## src/pnc_pkg.sv

```systemverilog
// Shared types and constants for the periodic notification coalescer.
// Used by the controller, the datapath and the top level.
`default_nettype none

package pnc_pkg;

   localparam int MAX_CLIENTS = 128;
   localparam int IDX_W       = $clog2(MAX_CLIENTS);
   localparam int CNT_W       = $clog2(MAX_CLIENTS + 1);

   localparam logic [23:0] TIME_LIMIT    = 24'd500000;
   localparam logic [23:0] TIME_SAT      = 24'hFFFFFF;
   localparam logic [15:0] DEFAULT_SLICE = 16'd50;
   localparam logic [15:0] COUNT_MAX     = 16'hFFFF;
   localparam int          PCT_SCALE     = 100;
   localparam int          PROD_W        = 31;

   // Register indexes and reset values
   localparam logic [1:0]  CSR_SLICE   = 2'd0;
   localparam logic [1:0]  CSR_PERCENT = 2'd1;
   localparam logic [1:0]  CSR_CLIENTS = 2'd2;
   localparam logic [1:0]  CSR_STOP    = 2'd3;
   localparam logic [15:0] RST_SLICE   = 16'd50;
   localparam logic [6:0]  RST_PERCENT = 7'd0;
   localparam logic [7:0]  RST_CLIENTS = 8'd1;
   localparam logic [23:0] RST_STOP    = 24'd500000;

   // Item kinds
   localparam logic [1:0] REQ_LOAD  = 2'd0;
   localparam logic [1:0] REQ_START = 2'd1;
   localparam logic [1:0] REQ_TICK  = 2'd2;
   localparam logic [1:0] REQ_SPARE = 2'd3;

   // End reasons
   localparam logic [1:0] REASON_RUN   = 2'd0;
   localparam logic [1:0] REASON_LIMIT = 2'd1;
   localparam logic [1:0] REASON_ALIGN = 2'd2;

   typedef enum logic [1:0] {
      OP_MIN = 2'd0,
      OP_UPD = 2'd1,
      OP_ALN = 2'd2
   } op_type;

   typedef enum logic [1:0] {
      FIN_NONE  = 2'd0,
      FIN_EMIT  = 2'd1,
      FIN_START = 2'd2,
      FIN_TICK  = 2'd3
   } fin_type;

   typedef struct packed {
      logic    load;
      logic    clear_run;
      logic    sweep_init;
      logic    issue;
      op_type  op;
      fin_type fin;
   } cmd_type;

   typedef struct packed {
      logic last_issue;
      logic pipe_busy;
      logic run_done;
   } status_type;

endpackage

`default_nettype wire

```

## src/pnc_ctrl.sv

```systemverilog
// Sequencer for the coalescer: runs the table sweeps of each item.
// Depends on pnc_pkg; drives pnc_datapath through cmd_type/status_type.
`default_nettype none

module pnc_ctrl (
   input  wire logic               clock,
   input  wire logic               reset,
   input  wire logic               start,
   input  wire logic [1:0]         req_type,
   output logic                    busy,
   output pnc_pkg::cmd_type        cmd,
   input  wire pnc_pkg::status_type status
);
   import pnc_pkg::*;

   typedef enum logic [7:0] {
      S_IDLE     = 8'b0000_0001,
      S_MIN      = 8'b0000_0010,
      S_MIN_WAIT = 8'b0000_0100,
      S_UPD      = 8'b0000_1000,
      S_UPD_WAIT = 8'b0001_0000,
      S_ALN      = 8'b0010_0000,
      S_ALN_WAIT = 8'b0100_0000,
      S_DONE     = 8'b1000_0000
   } state_type;

   state_type state_ff, state_in;
   fin_type   kind_ff, kind_in;

   assign busy = (state_ff != S_IDLE);

   always_comb begin
      state_in = state_ff;
      kind_in  = kind_ff;
      cmd      = '{load: 1'b0, clear_run: 1'b0, sweep_init: 1'b0, issue: 1'b0,
                   op: OP_MIN, fin: FIN_NONE};
      unique case (state_ff)
         S_IDLE: begin
            if (start) begin
               case (req_type)
                  REQ_LOAD: begin
                     cmd.load = 1'b1;
                     cmd.fin  = FIN_EMIT;
                  end
                  REQ_START: begin
                     cmd.clear_run  = 1'b1;
                     cmd.sweep_init = 1'b1;
                     kind_in        = FIN_START;
                     state_in       = S_ALN;
                  end
                  REQ_TICK: begin
                     if (status.run_done) begin
                        cmd.fin = FIN_EMIT;
                     end else begin
                        cmd.sweep_init = 1'b1;
                        kind_in        = FIN_TICK;
                        state_in       = S_MIN;
                     end
                  end
                  default: cmd.fin = FIN_EMIT;
               endcase
            end
         end
         S_MIN: begin
            cmd.op    = OP_MIN;
            cmd.issue = 1'b1;
            if (status.last_issue) begin
               cmd.sweep_init = 1'b1;
               state_in       = S_MIN_WAIT;
            end
         end
         S_MIN_WAIT: begin
            cmd.op = OP_MIN;
            if (!status.pipe_busy) state_in = S_UPD;
         end
         S_UPD: begin
            cmd.op    = OP_UPD;
            cmd.issue = 1'b1;
            if (status.last_issue) begin
               cmd.sweep_init = 1'b1;
               state_in       = S_UPD_WAIT;
            end
         end
         S_UPD_WAIT: begin
            cmd.op = OP_UPD;
            if (!status.pipe_busy) state_in = S_ALN;
         end
         S_ALN: begin
            cmd.op    = OP_ALN;
            cmd.issue = 1'b1;
            if (status.last_issue) begin
               cmd.sweep_init = 1'b1;
               state_in       = S_ALN_WAIT;
            end
         end
         S_ALN_WAIT: begin
            cmd.op = OP_ALN;
            if (!status.pipe_busy) state_in = S_DONE;
         end
         S_DONE: begin
            cmd.fin  = kind_ff;
            state_in = S_IDLE;
         end
         default: state_in = S_IDLE;
      endcase
   end

   always_ff @(posedge clock) begin
      if (reset) begin
         state_ff <= S_IDLE;
         kind_ff  <= FIN_NONE;
      end else begin
         state_ff <= state_in;
         kind_ff  <= kind_in;
      end
   end

endmodule

`default_nettype wire

```

## config.mk

```make
export PLATFORM = sky130hd
export DESIGN_NAME = pnc_ctrl
export DESIGN_NICKNAME = d
export VERILOG_FILES = /design/src/pnc_pkg.sv /design/src/pnc_ctrl.sv
export SDC_FILE = /design/constraint.sdc
export NUM_CORES = 1
export LEC_CHECK = 0
export BUFFER_PORTS_ARGS = -buffer_cell sky130_fd_sc_hd__buf_2
export CAP_MARGIN = 0
export CORE_UTILIZATION = 55
export CTS_BUF_LIST = sky130_fd_sc_hd__clkbuf_8
export DETAILED_ROUTE_END_ITERATION = 10
export HOLD_SLACK_MARGIN = 0.03
export MAX_ROUTING_LAYER = met4
export PLACE_DENSITY = 0.79
export SYNTH_ARGS = -nofsm -noshare
export SYNTH_HDL_FRONTEND = slang
export SYNTH_SLANG_ARGS = --single-unit
```

## constraint.sdc

```tcl
create_clock -name clock -period 5.45 [get_ports clock]
set_clock_uncertainty 0.1 [all_clocks]
set_input_delay 1.09 -clock clock [delete_from_list [all_inputs] [get_ports clock]]
set_output_delay 1.09 -clock clock [all_outputs]
set_load 0.05 [all_outputs]
```

=== Word level (Yosys, flattened, before mapping) ===
Index checks and enable logic that the tools add are counted.

* Equality and inequality tests: 21
* Multiplexer cells: 26
* Reduce and logical (&&, ||, !) cells: 7

{| class="wikitable"
|+ Operator list
! operator !! count
|-
| 8-bit two-way mux || 8
|-
| 8-bit one-hot mux with 7 select lines || 1
|-
| 2-bit inequality test (second input constant) || 8
|-
| 8-bit one-hot mux with 2 select lines || 1
|-
| 2-bit one-hot mux with 2 select lines || 3
|-
| 9-bit AND reduction || 1
|-
| 8-bit by 1-bit equality test with 1-bit output (second input constant) || 1
|-
| 8-bit by 2-bit equality test with 1-bit output (second input constant) || 1
|-
| 8-bit by 3-bit equality test with 1-bit output (second input constant) || 1
|-
| 8-bit by 4-bit equality test with 1-bit output (second input constant) || 1
|-
| 8-bit by 5-bit equality test with 1-bit output (second input constant) || 1
|-
| 8-bit by 6-bit equality test with 1-bit output (second input constant) || 1
|-
| 8-bit by 7-bit equality test with 1-bit output (second input constant) || 1
|-
| 8-bit equality test (second input constant) || 1
|-
| 8-bit by 1-bit inequality test with 1-bit output (second input constant) || 1
|-
| 1-bit two-way mux || 7
|-
| 1-bit one-hot mux with 2 select lines || 3
|-
| 2-bit two-way mux || 2
|-
| 4-bit AND reduction || 1
|-
| 2-bit OR reduction || 2
|-
| 3-bit two-way mux || 1
|-
| 3-bit by 1-bit inequality test with 1-bit output (second input constant) || 1
|-
| 3-bit inequality test (second input constant) || 1
|-
| 3-bit OR reduction || 1
|-
| other kinds (4) || 4
|}

* Register bits after elaboration: 10

=== Logic depth before layout (Yosys ltp) ===
* Depth after elaboration: 4
* Mapped depth: 7
* Depth with buffers taken out: 7

=== Worst setup path after synthesis ===
OpenSTA, ideal clock, no wires.

* Path kind: input to output
* Start: input req_type[0]
* End: output cmd[0] (netlist name)
* Arrival time: 2.888 ns
* Data required time: 4.260 ns
* Setup slack: 1.372 ns
* Stages: 5
* Path buffers: 0
* Cells stage by stage: inv_1 > ha_1 > nor2b_1 > or2_2 > o21ai_0

{| class="wikitable"
|+ RTL lines
! item !! line !! source
|-
| from (decl) || pnc_ctrl.sv:9 || <nowiki>input wire logic [1:0] req_type,</nowiki>
|-
| to (decl) || pnc_ctrl.sv:11 || <nowiki>output pnc_pkg::cmd_type cmd,</nowiki>
|}

==> impl_results.md <==
- Clock-pin slew of the registers on the worst-case setup and hold paths: 0.05 ns
- GR Overflow Total: 0
- Met3 GRT Util: 0.0500
- Cell Area, Synth: 797 um^2
- Die height: 40.1 um
- Nets: 126
- Cells after Synth: 101
- Yosys warning count: 0
- # rows: 13
- Initial antenna violation count: 0
- Die ar.: 1610 um^2
- Synth Area in Simple Gates: 0.361
- CTS Hold Bufs: 0
- CTS Sinks: 10
- CTS resizes: 0
- DP Wirelength: 1300 um
- Top post-synthesis cells by area: dfxtp_1, o21ai_0, ha_1, buf_6, nor2_1
- Port bufs: 16
- Root Buffer: clkbuf_8
- DR vias: 767
- Die Wd: 40.1 um
- Yosys top cell by area: dfxtp_1
- Final worst-path cycle share: 0.651
- Run status: complete, no violations
- Vias/cell: 5.99
- H-tree Lvls: 1
- Crit path capture type: output pin
- Crit-path max FO: 5
- First-pass DRT Iterations: 4
- Grt met1 use: 0.336
- Filler cells: 111
- Drt total wl: 1700 um
- Synth cell types: 40
- Most common cell after layout, fill and taps aside: buf_2
- Fraction of layout cells with a size suffix above 1: 0.239
- Setup violations, final: 0
- Maximum vdd drop: 347 uV
- Syn avg cell area: 7.89 um^2
- Ys flop type: dfxtp_1
- Crit path launch type: input pin
- Hold Crit Class: reg2reg
- Number of remaining DRC errors: 0
- Multiplexer share of the synthesized area: 0.0283
- Overall Power: 381 uW
- Max-slew violation count: 0
- Sequential share of the synthesized area: 0.251
- CTS tree: yes
- RSZ-0062 raised after global routing: no
- Pleak: 0.406 nW
- Postcts setup bufs: 0
- GR Layer Usage met2: 0.347
- First-pass GRT wire length: 2510 um
- Most Crowded Layer GR: met2
- Crit path required time: 4.26 ns
- Post-synth top area share: 0.251
- Vias in the first global route: 578
- Initial core utilization: 0.605
- Critical Path AT: 2.36 ns
- Worst skew pair latency: 0.24 ns
- Rel. slew slack: 0.738
- XOR/XNOR share of the synthesized area: 0.0220
- GRT Util Overall: 0.250
- Setup TNS: 0 ns
- GP Congestion: 0.817
- Routed len/inst: 13.3 um
- Worst setup path class: in2out
- 1st-iter DRT viols: 17
- Area grow syn2layout: 11.1%
- CTS Buffer Depth: 2
- TritonCTS Buffers: 3
- Final Hold Viols: 0
- Worst-Margin Slew: 0.387 ns
- Main combinational cell family by area after synthesis: simple AND/OR/NAND/NOR gates
- Final Critical Period: 3.55 ns
- Floorplan Core Area: 1320 um^2
- Synth Area in Compound Gates: 0.193
- I/O pin cnt: 17
- Async SR Flop Fraction: 0
- Post-DRT Antenna Nets: 0
- Number of synthesized register bits: 10
- P per Cell Area: 430 nW/um^2
- MaxCap Viol Count: 0
- Post-Syn Nets: 112
- Post-synth EDFFs: 0
- Most frequent cells in the layout: buf_2, dfxtp_1, o21ai_0
- Ant diodes: 0
- Reg area: 200 um^2
- Area occupied by multi-input gates: 519 um^2
- Fmax achieved: 282 MHz
- Maximum number of pins on one net before global-route repair: 13
- Post-Synth Adder-Cell Area: 0.0471
Yosys cell counts (2+ instances only):
cell / number
clkbuf_1: 2
and2_1: 3
buf_2: 2
xor2_1: 2
inv_1: 7
dfxtp_1: 10
buf_6: 3
nand4_1: 3
nand2_1: 7
o21ai_0: 9
nand3_1: 5
nor2_1: 8
nand4b_1: 2
and3_1: 2
nor2b_1: 3
nor3_1: 3
a21oi_1: 4
ha_1: 3
o21a_1: 2
power by group:
part,total (mW),switching [mW],internal (mW)
logic,0.205,0.139,0.0666
clock network,0.0771,0.0287,0.0484
registers,0.0983,0.0150,0.0833
state kept, by name (all words and copies together), names as in the netlist:
signal,cells
kind_ff,2
state_ff,8
layer usage:
metal | up-vias | share of wire
li1 | 389 | -
met1 | 355 | 0.49
met2 | 18 | 0.45
met3 | 5 | 0.040
met4 | 0 | 0.017
met5 | - | 0
final cells by class:
| class | instances | area share |
|---|---|---|
| multi-input cells | 77 | 0.586 |
| flip-flops and latches | 10 | 0.226 |
| repair buffers | 16 | 0.0904 |
| clock buffers | 3 | 0.0466 |
| inverters | 7 | 0.0297 |
| well taps | 15 | 0.0212 |
final timing paths:
path              slack [ns]        start  depth (start not counted)     endpoint
hold reg to reg         0.38   kind_ff[1]                          2   kind_ff[1]
setup / recovery        1.90  req_type[0]                          7       cmd[0]
hold / removal          0.38   kind_ff[1]                          2   kind_ff[1]
setup reg to reg        3.48  state_ff[6]                          5  state_ff[4]
through the flow:
step | hold slack [ns] | std cells | cell area (um^2) | setup WS (ns) | utilization
floorplan | 0.328 | 101 | 797 | 1.37 | -
detailed placement | 0.371 | 125 | 845 | 1.91 | 0.641
global route | 0.428 | 128 | 886 | 1.81 | 0.672
global placement | 0.352 | 125 | 845 | 1.94 | 0.641
finish | 0.381 | 128 | 886 | 1.90 | 0.672
CTS | 0.382 | 128 | 886 | 1.90 | 0.672
kinds of logic (layout without fill, tap and decap cells):
kind of cell / count (synthesis) / count (layout)
xor gates and xnor gates: 2 / 2
DFF: 10 / 10
and+or+nand+nor: 47 / 47
adders and majority gates: 3 / 3
muxes: 2 / 2
buffers and inverters: 14 / 26
AOI/OAI and AO/OA: 23 / 23
critical path: stages:
cell,delay [ns]
buf_2,0.09
inv_1,0.05
ha_1,0.25
nor2b_1,0.17
or2_2,0.30
o21ai_0,0.13
buf_2,0.28
Note: power is estimated with default switching activity, not from simulation.
